==> src/mcs_pkg.sv <==
// Shared types, codes, register defaults and token matcher for the alert sequencer.
package mcs_pkg;

	typedef enum logic [3:0] {
		PH_IDLE,
		PH_STARTING,
		PH_AT_INIT,
		PH_CMGF,
		PH_SMS_CMD,
		PH_BODY,
		PH_WAIT_SMS,
		PH_PRE_CALL,
		PH_MAKE_CALL,
		PH_IN_CALL,
		PH_FINISHED,
		PH_CLEANUP
	} phase_t;

	typedef enum logic [3:0] {
		CMD_NONE        = 4'd0,
		CMD_OPEN_MODEM  = 4'd1,
		CMD_AT          = 4'd2,
		CMD_TEXT_MODE   = 4'd3,
		CMD_SMS_HEADER  = 4'd4,
		CMD_BODY        = 4'd5,
		CMD_HANGUP      = 4'd6,
		CMD_DIAL        = 4'd7,
		CMD_CLOSE_UART  = 4'd8,
		CMD_OPEN_GPS    = 4'd9
	} cmd_t;

	typedef enum logic [1:0] {
		KIND_TICK    = 2'd0,
		KIND_BYTE    = 2'd1,
		KIND_TRIGGER = 2'd2
	} kind_t;

	typedef enum logic [2:0] {
		REG_UART_SETTLE  = 3'd0,
		REG_AT_TIMEOUT   = 3'd1,
		REG_AT_RETRIES   = 3'd2,
		REG_PROMPT_TO    = 3'd3,
		REG_SMS_TO       = 3'd4,
		REG_HANGUP_DELAY = 3'd5,
		REG_DIAL_DELAY   = 3'd6,
		REG_CALL_TIME    = 3'd7
	} reg_idx_t;

	localparam int unsigned MS_W   = 16;
	localparam int unsigned CFG_W  = 16;
	localparam int unsigned RETRY_W = 3;

	localparam logic [MS_W-1:0]    RST_UART_SETTLE  = 16'd100;
	localparam logic [MS_W-1:0]    RST_AT_TIMEOUT   = 16'd2000;
	localparam logic [RETRY_W-1:0] RST_AT_RETRIES   = 3'd3;
	localparam logic [MS_W-1:0]    RST_PROMPT_TO    = 16'd3000;
	localparam logic [MS_W-1:0]    RST_SMS_TO       = 16'd15000;
	localparam logic [MS_W-1:0]    RST_HANGUP_DELAY = 16'd300;
	localparam logic [MS_W-1:0]    RST_DIAL_DELAY   = 16'd600;
	localparam logic [MS_W-1:0]    RST_CALL_TIME    = 16'd30000;

	// reply tokens, padded to eight characters
	localparam logic [7:0] TOK_OK   [8] = '{8'h4F, 8'h4B, 8'h00, 8'h00,
		8'h00, 8'h00, 8'h00, 8'h00};
	localparam logic [7:0] TOK_CMGS [8] = '{8'h2B, 8'h43, 8'h4D, 8'h47,
		8'h53, 8'h3A, 8'h00, 8'h00};
	localparam logic [7:0] TOK_ERR  [8] = '{8'h45, 8'h52, 8'h52, 8'h4F,
		8'h52, 8'h00, 8'h00, 8'h00};
	localparam logic [2:0] LEN_OK   = 3'd2;
	localparam logic [2:0] LEN_CMGS = 3'd6;
	localparam logic [2:0] LEN_ERR  = 3'd5;
	localparam logic [7:0] CHR_PROMPT = 8'h3E;

	localparam logic [3:0] FLG_OK     = 4'b0001;
	localparam logic [3:0] FLG_PROMPT = 4'b0010;
	localparam logic [3:0] FLG_CMGS   = 4'b0100;
	localparam logic [3:0] FLG_ERROR  = 4'b1000;

	// result word, command in the lowest bits
	typedef struct packed {
		logic sms_confirmed;
		logic busy_res;
		logic body_custom;
		logic body_position;
		cmd_t command;
	} out_word_t;

	typedef struct packed {
		logic      push;
		logic      two;
		out_word_t w0;
		out_word_t w1;
	} push_t;

	// advance one streaming matcher: {hit, next progress}
	function automatic logic [3:0] tok_step(input logic [7:0] t [8], input logic [2:0] len,
		input logic [2:0] p, input logic [7:0] c);
		logic [2:0] q;
		logic [2:0] nx;
		logic [2:0] np;
		logic       hit;
		q = (p >= len) ? 3'd0 : p;
		nx = q + 3'd1;
		hit = 1'b0;
		if (c == t[q]) begin
			if (nx == len) begin
				hit = 1'b1;
				np = 3'd0;
			end else begin
				np = nx;
			end
		end else begin
			np = (c == t[0]) ? 3'd1 : 3'd0;
		end
		return {hit, np};
	endfunction

endpackage

==> src/mcs_core.sv <==
// Input register, configuration registers and the per-word sequencer update.
module mcs_core (
	input  logic                  clk,
	input  logic                  arst_n,
	input  logic                  cfg_we,
	input  logic [2:0]            cfg_index,
	input  logic [15:0]           cfg_wdata,
	input  logic                  s_tvalid,
	output logic                  s_tready,
	input  logic [9:0]            s_tdata,
	input  logic [1:0]            s_tuser,
	input  logic                  room,
	output mcs_pkg::push_t        push
);

	logic                  valid_s1;
	logic [1:0]            kind_s1;
	logic [7:0]            byte_s1;
	logic                  pos_s1;
	logic                  cus_s1;

	logic [15:0]           settle_q, at_to_q, prompt_to_q, sms_to_q;
	logic [15:0]           hangup_q, dial_q, call_q;
	logic [2:0]            retries_q;

	mcs_pkg::phase_t       phase_q, phase_d;
	logic [15:0]           ms_q, ms_d, ms_inc, wait_lim;
	logic [2:0]            att_q, att_d, att_inc;
	logic                  sms_q, sms_d, pos_q, pos_d, cus_q, cus_d;
	logic [3:0]            flags_q, flags_d;
	logic                  pok_q, pok_d;
	logic [2:0]            pcm_q, pcm_d, per_q, per_d;
	logic [3:0]            r_ok, r_cm, r_er;
	logic                  timed_out, fire, accept;
	logic                  emit0, emit1;
	mcs_pkg::cmd_t         cmd0, cmd1;

	assign fire     = valid_s1 & room;
	assign s_tready = ~valid_s1 | room;
	assign accept   = s_tvalid & s_tready;

	always_ff @(posedge clk or negedge arst_n) begin
		if (!arst_n) begin
			valid_s1 <= 1'b0;
		end else if (accept) begin
			valid_s1 <= 1'b1;
		end else if (fire) begin
			valid_s1 <= 1'b0;
		end
	end

	always_ff @(posedge clk) begin
		if (accept) begin
			kind_s1 <= s_tuser;
			byte_s1 <= s_tdata[7:0];
			pos_s1  <= s_tdata[8];
			cus_s1  <= s_tdata[9];
		end
	end

	always_ff @(posedge clk or negedge arst_n) begin
		if (!arst_n) begin
			settle_q    <= mcs_pkg::RST_UART_SETTLE;
			at_to_q     <= mcs_pkg::RST_AT_TIMEOUT;
			retries_q   <= mcs_pkg::RST_AT_RETRIES;
			prompt_to_q <= mcs_pkg::RST_PROMPT_TO;
			sms_to_q    <= mcs_pkg::RST_SMS_TO;
			hangup_q    <= mcs_pkg::RST_HANGUP_DELAY;
			dial_q      <= mcs_pkg::RST_DIAL_DELAY;
			call_q      <= mcs_pkg::RST_CALL_TIME;
		end else if (cfg_we) begin
			unique case (mcs_pkg::reg_idx_t'(cfg_index))
				mcs_pkg::REG_UART_SETTLE:  settle_q    <= cfg_wdata;
				mcs_pkg::REG_AT_TIMEOUT:   at_to_q     <= cfg_wdata;
				mcs_pkg::REG_AT_RETRIES:   retries_q   <= cfg_wdata[2:0];
				mcs_pkg::REG_PROMPT_TO:    prompt_to_q <= cfg_wdata;
				mcs_pkg::REG_SMS_TO:       sms_to_q    <= cfg_wdata;
				mcs_pkg::REG_HANGUP_DELAY: hangup_q    <= cfg_wdata;
				mcs_pkg::REG_DIAL_DELAY:   dial_q      <= cfg_wdata;
				mcs_pkg::REG_CALL_TIME:    call_q      <= cfg_wdata;
				default:                   settle_q    <= settle_q;
			endcase
		end
	end

	always_ff @(posedge clk or negedge arst_n) begin
		if (!arst_n) begin
			phase_q <= mcs_pkg::PH_IDLE;
			ms_q    <= '0;
			att_q   <= '0;
			sms_q   <= 1'b0;
			pos_q   <= 1'b0;
			cus_q   <= 1'b0;
			flags_q <= '0;
			pok_q   <= 1'b0;
			pcm_q   <= '0;
			per_q   <= '0;
		end else if (fire) begin
			phase_q <= phase_d;
			ms_q    <= ms_d;
			att_q   <= att_d;
			sms_q   <= sms_d;
			pos_q   <= pos_d;
			cus_q   <= cus_d;
			flags_q <= flags_d;
			pok_q   <= pok_d;
			pcm_q   <= pcm_d;
			per_q   <= per_d;
		end
	end

	assign ms_inc  = (ms_q == 16'hFFFF) ? ms_q : ms_q + 16'd1;
	assign att_inc = (att_q == 3'd7) ? att_q : att_q + 3'd1;

	always_comb begin
		case (phase_q)
			mcs_pkg::PH_AT_INIT, mcs_pkg::PH_SMS_CMD: wait_lim = at_to_q;
			mcs_pkg::PH_BODY:      wait_lim = prompt_to_q;
			mcs_pkg::PH_WAIT_SMS:  wait_lim = sms_to_q;
			mcs_pkg::PH_PRE_CALL:  wait_lim = hangup_q;
			mcs_pkg::PH_MAKE_CALL: wait_lim = dial_q;
			mcs_pkg::PH_IN_CALL:   wait_lim = call_q;
			default:               wait_lim = settle_q;
		endcase
	end

	assign timed_out = ms_inc > wait_lim;

	assign r_ok = mcs_pkg::tok_step(mcs_pkg::TOK_OK, mcs_pkg::LEN_OK, {2'b00, pok_q}, byte_s1);
	assign r_cm = mcs_pkg::tok_step(mcs_pkg::TOK_CMGS, mcs_pkg::LEN_CMGS, pcm_q, byte_s1);
	assign r_er = mcs_pkg::tok_step(mcs_pkg::TOK_ERR, mcs_pkg::LEN_ERR, per_q, byte_s1);

	always_comb begin
		phase_d = phase_q;
		ms_d    = ms_q;
		att_d   = att_q;
		sms_d   = sms_q;
		pos_d   = pos_q;
		cus_d   = cus_q;
		flags_d = flags_q;
		pok_d   = pok_q;
		pcm_d   = pcm_q;
		per_d   = per_q;
		emit0   = 1'b0;
		emit1   = 1'b0;
		cmd0    = mcs_pkg::CMD_NONE;
		cmd1    = mcs_pkg::CMD_NONE;
		case (kind_s1)
			mcs_pkg::KIND_TICK: begin
				if (phase_q != mcs_pkg::PH_IDLE) begin
					ms_d = ms_inc;
					unique case (phase_q)
						mcs_pkg::PH_STARTING: begin
							if (timed_out) begin
								emit0 = 1'b1;
								cmd0  = mcs_pkg::CMD_OPEN_MODEM;
								emit1 = 1'b1;
								cmd1  = mcs_pkg::CMD_AT;
								phase_d = mcs_pkg::PH_AT_INIT;
							end
						end
						mcs_pkg::PH_AT_INIT: begin
							if ((flags_q & mcs_pkg::FLG_OK) != '0) begin
								phase_d = mcs_pkg::PH_CMGF;
							end else if (timed_out) begin
								att_d = att_inc;
								if (att_inc >= retries_q) begin
									phase_d = mcs_pkg::PH_CMGF;
								end else begin
									emit0 = 1'b1;
									cmd0  = mcs_pkg::CMD_AT;
									phase_d = mcs_pkg::PH_AT_INIT;
								end
							end
						end
						mcs_pkg::PH_CMGF: begin
							if (timed_out) begin
								emit0 = 1'b1;
								cmd0  = mcs_pkg::CMD_TEXT_MODE;
								phase_d = mcs_pkg::PH_SMS_CMD;
							end
						end
						mcs_pkg::PH_SMS_CMD: begin
							if (((flags_q & mcs_pkg::FLG_OK) != '0) || timed_out) begin
								emit0 = 1'b1;
								cmd0  = mcs_pkg::CMD_SMS_HEADER;
								phase_d = mcs_pkg::PH_BODY;
							end
						end
						mcs_pkg::PH_BODY: begin
							if (((flags_q & mcs_pkg::FLG_PROMPT) != '0) || timed_out) begin
								emit0 = 1'b1;
								cmd0  = mcs_pkg::CMD_BODY;
								cus_d = 1'b0;
								phase_d = mcs_pkg::PH_WAIT_SMS;
							end
						end
						mcs_pkg::PH_WAIT_SMS: begin
							if ((flags_q & (mcs_pkg::FLG_CMGS | mcs_pkg::FLG_OK)) != '0) begin
								sms_d = 1'b1;
								phase_d = mcs_pkg::PH_PRE_CALL;
							end else if (((flags_q & mcs_pkg::FLG_ERROR) != '0) || timed_out) begin
								phase_d = mcs_pkg::PH_PRE_CALL;
							end
						end
						mcs_pkg::PH_PRE_CALL: begin
							if (timed_out) begin
								emit0 = 1'b1;
								cmd0  = mcs_pkg::CMD_HANGUP;
								phase_d = mcs_pkg::PH_MAKE_CALL;
							end
						end
						mcs_pkg::PH_MAKE_CALL: begin
							if (timed_out) begin
								emit0 = 1'b1;
								cmd0  = mcs_pkg::CMD_DIAL;
								phase_d = mcs_pkg::PH_IN_CALL;
							end
						end
						mcs_pkg::PH_IN_CALL: begin
							if (timed_out) begin
								emit0 = 1'b1;
								cmd0  = mcs_pkg::CMD_HANGUP;
								phase_d = mcs_pkg::PH_FINISHED;
							end
						end
						mcs_pkg::PH_FINISHED: begin
							emit0 = 1'b1;
							cmd0  = mcs_pkg::CMD_CLOSE_UART;
							phase_d = mcs_pkg::PH_CLEANUP;
						end
						mcs_pkg::PH_CLEANUP: begin
							if (timed_out) begin
								emit0 = 1'b1;
								cmd0  = mcs_pkg::CMD_OPEN_GPS;
								phase_d = mcs_pkg::PH_IDLE;
							end
						end
						default: phase_d = mcs_pkg::PH_IDLE;
					endcase
					// a phase change or a command restarts the counter and drops the receive buffer,
					// except at the end of the call
					if (phase_d != phase_q || emit0) begin
						ms_d = '0;
						if (phase_q != mcs_pkg::PH_IN_CALL && phase_q != mcs_pkg::PH_FINISHED &&
							phase_q != mcs_pkg::PH_CLEANUP) begin
							flags_d = '0;
							pok_d   = 1'b0;
							pcm_d   = '0;
							per_d   = '0;
						end
					end
				end
			end
			mcs_pkg::KIND_BYTE: begin
				if (phase_q != mcs_pkg::PH_IDLE) begin
					pok_d = r_ok[0];
					pcm_d = r_cm[2:0];
					per_d = r_er[2:0];
					flags_d = flags_q
						| (r_ok[3] ? mcs_pkg::FLG_OK : 4'b0000)
						| (r_cm[3] ? mcs_pkg::FLG_CMGS : 4'b0000)
						| (r_er[3] ? mcs_pkg::FLG_ERROR : 4'b0000)
						| ((byte_s1 == mcs_pkg::CHR_PROMPT) ? mcs_pkg::FLG_PROMPT : 4'b0000);
				end
			end
			mcs_pkg::KIND_TRIGGER: begin
				if (phase_q == mcs_pkg::PH_IDLE || phase_q == mcs_pkg::PH_FINISHED) begin
					pos_d   = pos_s1;
					cus_d   = cus_s1;
					sms_d   = 1'b0;
					att_d   = '0;
					flags_d = '0;
					pok_d   = 1'b0;
					pcm_d   = '0;
					per_d   = '0;
					emit0   = 1'b1;
					cmd0    = mcs_pkg::CMD_CLOSE_UART;
					phase_d = mcs_pkg::PH_STARTING;
					ms_d    = '0;
				end
			end
			default: ;
		endcase
	end

	always_comb begin
		logic busy;
		busy = (phase_d != mcs_pkg::PH_IDLE) && (phase_d != mcs_pkg::PH_FINISHED);
		push.push             = fire;
		push.two              = emit1;
		push.w0.command       = cmd0;
		push.w0.body_position = (cmd0 == mcs_pkg::CMD_BODY) & pos_q;
		push.w0.body_custom   = (cmd0 == mcs_pkg::CMD_BODY) & cus_q;
		push.w0.busy_res      = busy;
		push.w0.sms_confirmed = sms_d;
		push.w1.command       = cmd1;
		push.w1.body_position = 1'b0;
		push.w1.body_custom   = 1'b0;
		push.w1.busy_res      = busy;
		push.w1.sms_confirmed = sms_d;
	end

endmodule

==> src/mcs_outq.sv <==
// Four-word result queue: one or two words in per item, one out per cycle on m_tready.
module mcs_outq (
	input  logic            clk,
	input  logic            arst_n,
	input  mcs_pkg::push_t  push,
	output logic            room,
	output logic            m_tvalid,
	input  logic            m_tready,
	output logic [7:0]      m_tdata,
	output logic            m_tlast
);

	logic [8:0] mem [4];
	logic [1:0] wr_q, rd_q;
	logic [2:0] cnt_q;
	logic [1:0] n_push;
	logic       pop;

	assign m_tvalid = cnt_q != 3'd0;
	assign pop      = m_tvalid & m_tready;
	assign room     = cnt_q <= 3'd2;
	assign n_push   = push.push ? (push.two ? 2'd2 : 2'd1) : 2'd0;
	assign m_tlast  = mem[rd_q][8];
	assign m_tdata  = mem[rd_q][7:0];

	always_ff @(posedge clk) begin
		if (push.push) begin
			mem[wr_q] <= {~push.two, push.w0};
			if (push.two) begin
				mem[wr_q + 2'd1] <= {1'b1, push.w1};
			end
		end
	end

	always_ff @(posedge clk or negedge arst_n) begin
		if (!arst_n) begin
			wr_q  <= '0;
			rd_q  <= '0;
			cnt_q <= '0;
		end else begin
			wr_q  <= wr_q + n_push;
			rd_q  <= rd_q + {1'b0, pop};
			cnt_q <= cnt_q + {1'b0, n_push} - {2'b00, pop};
		end
	end

endmodule

==> src/modem_alert_call_sequencer.sv <==
// A word accepted into the input register, once the result queue has room, updates the
// sequence state and writes its result words into the queue, whose head is offered on m_tvalid.
// Throughput: one input word per cycle while the queue has room; an item with two
// results is absorbed by the four-word result queue.
// Reset clears the phase, counters, matcher flags and the queue, and loads the
// configuration registers with their defaults.
module modem_alert_call_sequencer (
	input  logic        clk,
	input  logic        arst_n,
	input  logic        cfg_we,
	input  logic [2:0]  cfg_index,
	input  logic [15:0] cfg_wdata,
	input  logic        s_tvalid,
	output logic        s_tready,
	input  logic [15:0] s_tdata,   // rx_byte[7:0], has_position, has_custom_text, zero pad
	input  logic [1:0]  s_tuser,   // kind
	output logic        m_tvalid,
	input  logic        m_tready,
	output logic [7:0]  m_tdata,   // command[3:0], body_position, body_custom, busy_res,
	                               // sms_confirmed
	output logic        m_tlast
);

	mcs_pkg::push_t push;
	logic           room;

	mcs_core u_core (
		.clk       (clk),
		.arst_n    (arst_n),
		.cfg_we    (cfg_we),
		.cfg_index (cfg_index),
		.cfg_wdata (cfg_wdata),
		.s_tvalid  (s_tvalid),
		.s_tready  (s_tready),
		.s_tdata   (s_tdata[9:0]),
		.s_tuser   (s_tuser),
		.room      (room),
		.push      (push)
	);

	mcs_outq u_outq (
		.clk      (clk),
		.arst_n   (arst_n),
		.push     (push),
		.room     (room),
		.m_tvalid (m_tvalid),
		.m_tready (m_tready),
		.m_tdata  (m_tdata),
		.m_tlast  (m_tlast)
	);

endmodule

==> config.mk <==
export PLATFORM = sky130hd
export DESIGN_NAME = modem_alert_call_sequencer
export DESIGN_NICKNAME = d
export VERILOG_FILES = /design/src/mcs_pkg.sv /design/src/mcs_core.sv /design/src/mcs_outq.sv /design/src/modem_alert_call_sequencer.sv
export SDC_FILE = /design/constraint.sdc
export NUM_CORES = 1
export LEC_CHECK = 0
export BUFFER_PORTS_ARGS = -buffer_cell sky130_fd_sc_hd__buf_4
export CAP_MARGIN = 0
export CORE_MARGIN = 2
export CORE_UTILIZATION = 62
export DETAILED_ROUTE_END_ITERATION = 10
export PLACE_DENSITY = 0.85
export SLEW_MARGIN = 20
export SYNTH_ARGS = -nofsm -noshare
export SYNTH_HDL_FRONTEND = slang
export SYNTH_SLANG_ARGS = --single-unit
==> constraint.sdc <==
create_clock -name clk -period 6.2 [get_ports clk]
set_input_delay 0.31 -clock clk [delete_from_list [all_inputs] [get_ports clk]]
set_output_delay 0.31 -clock clk [all_outputs]
set_load 0.01 [all_outputs]
==> qor.csv, run 1 <==
stage;metric;value;unit
synth;Synth Register Bits;208;
timing;Max Freq;179.3;MHz
power_and_ir_drop;clock power share;31.2;%
synth;cells after synthesis;1008;
synth;number of flops mapped to enable cells by yosys;24;
drt;average wire per standard cell;20.81;microns
place;Setup WS pre-CTS;0.7379;ns
clock_network;CTS tree;done;
synth;Synth cell types;85;
clock_network;later-pin clock latency in the skew report;0.52;ns
power_and_ir_drop;P_int;3017;uW
clock_network;clock-pin transition on the worst setup and hold timing paths;0.06;ns
cells_and_area;layout cells sized above 1;28.69;%
timing;Tcrit/Tclk final;89.97;%
worst_setup_path;r2r setup slk;0.62;ns
timing;Slew HR;29.92;%
die;Die ar.;0.01888;sq mm
place;Final Wtd Congestion;0.9471;
min_path;hold path depth;2;
power_and_ir_drop;P_sw;1372;uW
drt;Pre-antenna DRT Iters;7;
synth;Synth Flop Type;dfrtp_1;
status;status;complete, no violations;
drt;routed vias;8424;
cells_and_area;fillers;1198;
place;Placed Area;0.01166;sq mm
cells_and_area;post-layout util;72.41;%
die;# IOs;53;
power_and_ir_drop;switching share of power;31.25;%
clock_network;buffer count from post-CTS setup fixing;0;
place;IO buf count;46;
drt;DRT iter0 DRCs;832;
timing;Tmin final;5.578;ns
die;die width;137.4;microns
worst_setup_path;worst-path maximum fanout;11;
clock_network;clk buf depth;3;
cells_and_area;nets;1145;
min_path;Hold Startpoint;s_tvalid;
drt;final WL;27240;microns
global_route;number of global-route vias before repair;8630;
die;Starting Density;63.59;%
drt;vias per cell;6.435;
power_and_ir_drop;Pwr Density;349.2;mW/mm^2
clock_network;Max H-tree Level;1;
clock_network;CTS Buf Count;23;
place;HPWL after DPL;17980;microns
power_and_ir_drop;sequential share of power;43.7;%
die;Rows;48;
min_path;hold path endpoint;u_core.valid_s1;
job;Max Cap Violations;0;
global_route;GRT Total Usage;29.80;%
worst_setup_path;WS Path Type;reg -> reg;
clock_network;Root Driver;clkbuf_16;
synth;Syn Nets;1086;
timing;RSZ-0062 raised after global routing;false;
min_path;HP Class;in -> reg;
drt;Final ANT Viol Nets;0;
worst_setup_path;Critical R2R Capture;u_core.pok_q;
timing;WHS;0.01797;ns
cells_and_area;most common cell after layout, fill and taps aside;mux2_2;
worst_setup_path;crit end category;register;
worst_setup_path;worst reg-to-reg path cell count;18;
worst_setup_path;CP arrival;5.98;ns
clock_network;Resize count post-CTS;0;
cells_and_area;design area;0.01257;sq mm
timing;Worst Setup Slack, final;0.6220;ns
timing;# setup viols final;0;
synth;mean area per synthesized cell;10.95;sq um
timing;Final Max Tran Viols;0;
die;die height;137.4;microns
die;core area;0.01736;sq mm
synth;synth warn;0;
global_route;Overflow after GRT;0;
power_and_ir_drop;worst vdd ir;0.0003243;V
cells_and_area;Synth-to-Final Area Change;13.88;%
timing;Fin Setup TNS;0;ns
timing;Least-Margin Pin Slew;1.048;ns
worst_setup_path;r2r startpoint;u_core.ms_q[0];
global_route;initial antenna violation count;0;
synth;Cell Area, Synth;0.01104;sq mm
clock_network;# clock sinks;208;
cells_and_area;ant diodes;0;
global_route;first-pass GRT wire length;43820;microns
timing;final hold viol count;0;
drt;DRC;0;
power_and_ir_drop;Pleak;0.005219;uW
worst_setup_path;Setup crit start kind;register;
worst_setup_path;CP Data Required Time;6.60;ns
synth;ys async rst share;76.92;%
cells_and_area;commonest non-fill, non-tap cells in the layout;mux2_2 (121), dfrtp_1 (120), nand2_1 (90);
timing;Max Clock Skew;0.01371;ns
synth;post-synthesis sequential area ratio;47.61;%
global_route;largest net degree at the start of global routing;88;
power_and_ir_drop;combinational share of power;25.1;%
per-stage QoR:
step | instances | power [uW]
global placement | 1252 | 2948
finish | 1309 | 4389
detailed placement | 1252 | 3012
floorplan | 1008 | 2665
CTS | 1307 | 4395
global route | 1309 | 4605
routing by layer:
metal,part of all wire (%),vias to the layer above,global-route usage [%]
li1,-,3884,-
met1,41,4130,37.99
met2,49,323,51.38
met3,5.6,87,3.900
met4,3.9,0,12.26
met5,0,-,0
worst max-delay path by stage:
stage | from | to | slack [ns]
6_report | u_core.ms_q[0] | u_core.pok_q | 0.62
5_1_grt | u_core.ms_q[1] | u_outq.mem[2][6] | 0.20
4_1_cts | u_core.ms_q[0] | u_outq.mem[2][6] | 0.71
3_5_place_dp | u_core.ms_q[0] | u_outq.mem[2][6] | 0.74
3_3_place_gp | u_core.ms_q[0] | u_outq.mem[1][6] | 0.82
2_1_floorplan | u_core.phase_q[2] | u_outq.cnt_q[2] | 1.10
cell type report:
| type | instances | area (sq um) | area share, % |
|---|---|---|---|
| Multi-Input combinational cell | 721 | 5485 | 43.64 |
| Sequential cell | 208 | 5255 | 41.81 |
| Clock buffer | 35 | 690.7 | 5.495 |
| Timing Repair Buffer | 85 | 681.9 | 5.426 |
| Tap cell | 225 | 281.5 | 2.240 |
| Inverter | 28 | 105.1 | 0.8362 |
| Clock inverter | 7 | 68.82 | 0.5475 |
registers in the layout, summed over array words and instances (netlist names), 3 cells and up:
register and flops:
u_core.per_q 3, u_core.dial_q 16, u_core.pcm_q 3, u_core.settle_q 16
u_outq.mem 36, u_core.ms_q 16, u_core.sms_to_q 16, u_outq.cnt_q 3
u_core.at_to_q 16, u_core.prompt_to_q 16, u_core.phase_q 4, u_core.att_q 3
u_core.hangup_q 16, u_core.byte_s1 8, u_core.call_q 16, u_core.flags_q 4
u_core.retries_q 3
critical path: stages (launching register included):
cell	delay [ns]
dfrtp_1	0.42
ha_1	0.19
nand3_1	0.10
nor3_1	0.36
nand2_1	0.15
or3_1	0.55
and3_1	0.25
and3_1	0.21
xor2_1	0.16
ha_1	0.32
nand4_1	0.11
nor4_1	0.27
and4_1	0.35
a31oi_4	0.11
o21ai_1	0.49
o211ai_1	0.26
or2_2	0.40
o21ai_4	0.38
mux2_2	0.39
power groups by stage:
stage	clock network [uW]	registers, uW	logic (uW)
floorplan	0	1830	836
global placement	0	1910	1040
detailed placement	0	1930	1080
CTS	1380	1910	1100
global route	1440	1950	1220
finish	1370	1920	1100
synth_stat cells, drive strengths merged (7+ instances only):
cell type / number / area share [%]
mux2: 125 / 13
dfrtp: 120 / 27
nand2: 90 / 3.1
o21ai: 68 / 3.2
nor2: 61 / 2.1
clkbuf: 42 / 1.4
dfstp: 40 / 9.5
ha: 35 / 4.0
a21oi: 28 / 1.3
inv: 28 / 0.95
nand3: 26 / 1.2
dfxtp: 24 / 4.4
edfxtp: 24 / 6.5
nand2b: 17 / 0.96
nor3: 17 / 0.77
a222oi: 16 / 1.5
a22o: 16 / 1.3
nand4: 16 / 0.96
or2: 11 / 0.62
xnor2: 11 / 0.87
a22oi: 10 / 0.68
mux2i: 10 / 0.91
and2: 9 / 0.53
buf: 9 / 0.54
mux4: 9 / 1.8
o211ai: 9 / 0.61
o21a: 9 / 0.61
xor2: 9 / 0.71
a31oi: 8 / 0.59
nor3b: 8 / 0.54
or3: 8 / 0.45
and3: 7 / 0.40
nor2b: 7 / 0.40
cell families (layout without fill, tap and decap cells):
group	Yosys count	count (layout)	share of synthesized area, %
multiplexers	144	144	15.63
XOR/XNOR	20	20	1.587
buffers and inverters	79	155	2.925
flip-flops	208	208	47.61
AO/OA/AOI/OAI	224	224	14.53
AND/OR/NAND/NOR	297	297	13.56
adder cells (fa/ha/maj)	36	36	4.149
timing repair:
| item | CTS | global route |
|---|---|---|
| endpoints found under the setup margin | 0 | 0 |
| hold buffers | 13 | 0 |
| endpoints found under the hold margin | 81 | 0 |
No activity file was read; power rests on OpenSTA's default activity.
==> run 2, diff against run 1 <==
--- a/config.mk
+++ b/config.mk
@@ -7,10 +7,10 @@
 export LEC_CHECK = 0
 export BUFFER_PORTS_ARGS = -buffer_cell sky130_fd_sc_hd__buf_4
 export CAP_MARGIN = 0
-export CORE_MARGIN = 2
-export CORE_UTILIZATION = 62
+export CORE_UTILIZATION = 35
 export DETAILED_ROUTE_END_ITERATION = 10
-export PLACE_DENSITY = 0.85
+export HOLD_SLACK_MARGIN = 0.06
+export PLACE_DENSITY = 0.55
 export SLEW_MARGIN = 20
 export SYNTH_ARGS = -nofsm -noshare
 export SYNTH_HDL_FRONTEND = slang
==> run 2 against run 1 <==
  * Clock power about the same
  * Utilization decreased by 31 points
  * Register-to-register slack improved by 0.06 ns
  * Die area increased by 71%
  * First-iteration DRC count decreased by 33%
  * Sequential cell count unchanged
  * Hold slack improved by 0.060 ns
  * Sequential share of layout area decreased by 0.85 points
  * Global-route usage decreased by 12 points
  * Power decreased by 0.60%
  * Critical path type unchanged
  * Critical endpoint unchanged
  * Largest power group unchanged
  * Highest routed layer is now met5
==> qor.csv, run 2 (same netlist as run 1, synthesis figures left out) <==
stage;metric;value;unit
die;core area;0.03083;sq mm
drt;average wire per standard cell;18.75;microns
worst_setup_path;worst path cell trace;inv_1 -> ha_1 -> inv_1 -> nor3_2 -> buf_4 -> a22oi_1 -> nand4_1 -> o21ai_0 -> ha_1 -> nand4_2 -> nor4_1 -> and4_1 -> a31oi_4 -> buf_4 -> a221oi_2 -> o211ai_1 -> or2_2 -> o21ai_4 -> mux2_2;
timing;RSZ-0062 raised after global routing;false;
power_and_ir_drop;worst vdd ir;0.0002181;V
status;status;complete, no violations;
cells_and_area;design area;0.01283;sq mm
drt;routed vias;8219;
timing;Least-Margin Pin Slew;0.9610;ns
cells_and_area;Most flops, register;u_outq.mem;
worst_setup_path;Crit-path slowest cell;dfrtp_1;
place;Placed Area;0.01192;sq mm
timing;final hold viol count;0;
cells_and_area;ant diodes;0;
job;Max Cap Violations;0;
global_route;number of global-route vias before repair;8222;
worst_setup_path;worst path bufs/invs;4;
timing;Slew HR;35.70;%
min_path;HP Class;in -> reg;
clock_network;clk buf depth;3;
clock_network;buffer count from post-CTS setup fixing;0;
power_and_ir_drop;P_sw;1366;uW
die;Die ar.;0.03225;sq mm
cells_and_area;Synth-to-Final Area Change;16.23;%
worst_setup_path;critical path's top delay family;simple AND/OR/NAND/NOR gates;
drt;Final ANT Viol Nets;0;
worst_setup_path;r2r setup slk;0.68;ns
clock_network;Resize count post-CTS;0;
global_route;gr busiest metal;met2;
min_path;hold path depth;2;
global_route;largest net degree at the start of global routing;63;
global_route;GR met1 Demand/Resource;23.93;%
power_and_ir_drop;clock power share;31.0;%
worst_setup_path;CP arrival;5.93;ns
drt;DRT iter0 DRCs;554;
clock_network;later-pin clock latency in the skew report;0.52;ns
power_and_ir_drop;combinational share of power;25.3;%
die;Starting Density;35.80;%
place;IO buf count;46;
global_route;met3 Usage GRT;2.492;%
worst_setup_path;Critical R2R Capture;u_core.pok_q;
global_route;GRT Total Usage;17.43;%
clock_network;Max H-tree Level;1;
clock_network;CTS tree;done;
global_route;met2 Track Usage GR;28.47;%
global_route;Overflow after GRT;0;
worst_setup_path;Setup crit start kind;register;
timing;Tcrit/Tclk final;89.04;%
drt;final WL;27910;microns
global_route;initial antenna violation count;1;
worst_setup_path;CP Data Required Time;6.61;ns
worst_setup_path;CP peak stage delay;0.47;ns
power_and_ir_drop;Pwr Density;340.0;mW/mm^2
place;Setup WS pre-CTS;0.7380;ns
cells_and_area;Largest register FFs;36;
clock_network;# clock sinks;208;
min_path;hold path endpoint;u_core.hangup_q[14];
die;Rows;64;
worst_setup_path;worst-path maximum fanout;16;
global_route;first-pass GRT wire length;45130;microns
worst_setup_path;crit end category;register;
worst_setup_path;r2r startpoint;u_core.phase_q[2];
timing;Max Freq;181.2;MHz
power_and_ir_drop;switching share of power;31.33;%
timing;# setup viols final;0;
drt;vias per cell;5.520;
min_path;Hold Startpoint;cfg_wdata[14];
cells_and_area;post-layout util;41.61;%
cells_and_area;nets;1155;
timing;Fin Setup TNS;0;ns
timing;Tmin final;5.520;ns
place;Final Wtd Congestion;0.8405;
clock_network;# hold bufs at CTS;17;
clock_network;clock-pin transition on the worst setup and hold timing paths;0.06;ns
cells_and_area;commonest non-fill, non-tap cells in the layout;mux2_2 (121), dfrtp_1 (120), nand2_1 (90);
power_and_ir_drop;P_int;2996;uW
timing;Worst Setup Slack, final;0.6798;ns
drt;Pre-antenna DRT Iters;7;
timing;Max Clock Skew;0.01206;ns
die;die width;179.6;microns
place;HPWL after DPL;18680;microns
worst_setup_path;worst reg-to-reg path cell count;19;
worst_setup_path;WS Path Type;reg -> reg;
clock_network;Root Driver;clkbuf_16;
die;# IOs;53;
power_and_ir_drop;Pleak;0.005248;uW
cells_and_area;most common cell after layout, fill and taps aside;mux2_2;
timing;Final Max Tran Viols;0;
drt;DRC;0;
cells_and_area;layout cells sized above 1;28.91;%
clock_network;CTS Buf Count;24;
power_and_ir_drop;sequential share of power;43.7;%
die;die height;179.6;microns
run 2: cell types whose count changed in the layout (fill, tap and decap cells not counted), sizes merged:
cell,change
clkbuf,-4
clkinvlp,+1
dlygate4sd3,+4
inv,-1
clkinv,+4
buf,+5
run 2: metal layers:
metal  up-vias  part of all wire [%]
met5         -                 0.061
met4         2                   2.5
met3        46                   5.0
met2       210                    46
met1      4056                    46
li1       3905                     -
run 2: worst max path at each step:
stage | from | to | slack [ns] | cells past startpoint
final | u_core.phase_q[2] | u_core.pok_q | 0.68 | 19
after detailed placement | u_core.phase_q[2] | u_core.pok_q | 0.74 | 19
after global routing | u_core.ms_q[0] | u_core.pok_q | 0.21 | 20
after global placement | u_core.phase_q[2] | u_core.pok_q | 0.70 | 19
after CTS | u_core.phase_q[2] | u_core.pok_q | 0.71 | 19
after floorplan | u_core.phase_q[2] | u_outq.cnt_q[2] | 1.10 | 21
run 2: cell type report:
cell class                 instances  area (sq um)
fill                            2928         18000
multi-input combinational        721          5479
sequential                       208          5255
timing repair buffer              94         752.0
clock buffer                      31         658.1
tap                              396         495.5
inverter                          28         105.1
clock inverter                    11         83.83
run 2: power by group through the flow:
| stage | combinational, uW | sequential, uW | clock [uW] |
|---|---|---|---|
| after floorplan | 836 | 1830 | 0 |
| after global placement | 1080 | 1920 | 0 |
| after detailed placement | 1100 | 1930 | 0 |
| after CTS | 1120 | 1900 | 1390 |
| after global routing | 1230 | 1940 | 1440 |
| final | 1100 | 1910 | 1350 |
run 2: stage by stage:
step	instances	total power [uW]	hold slack, ns
2_1_floorplan	1008	2665	0.01441
3_3_place_gp	1430	3002	0.3435
3_5_place_dp	1430	3027	0.3444
4_1_cts	1489	4412	0.06392
5_1_grt	1489	4615	0.07545
6_report	1489	4362	0.07760
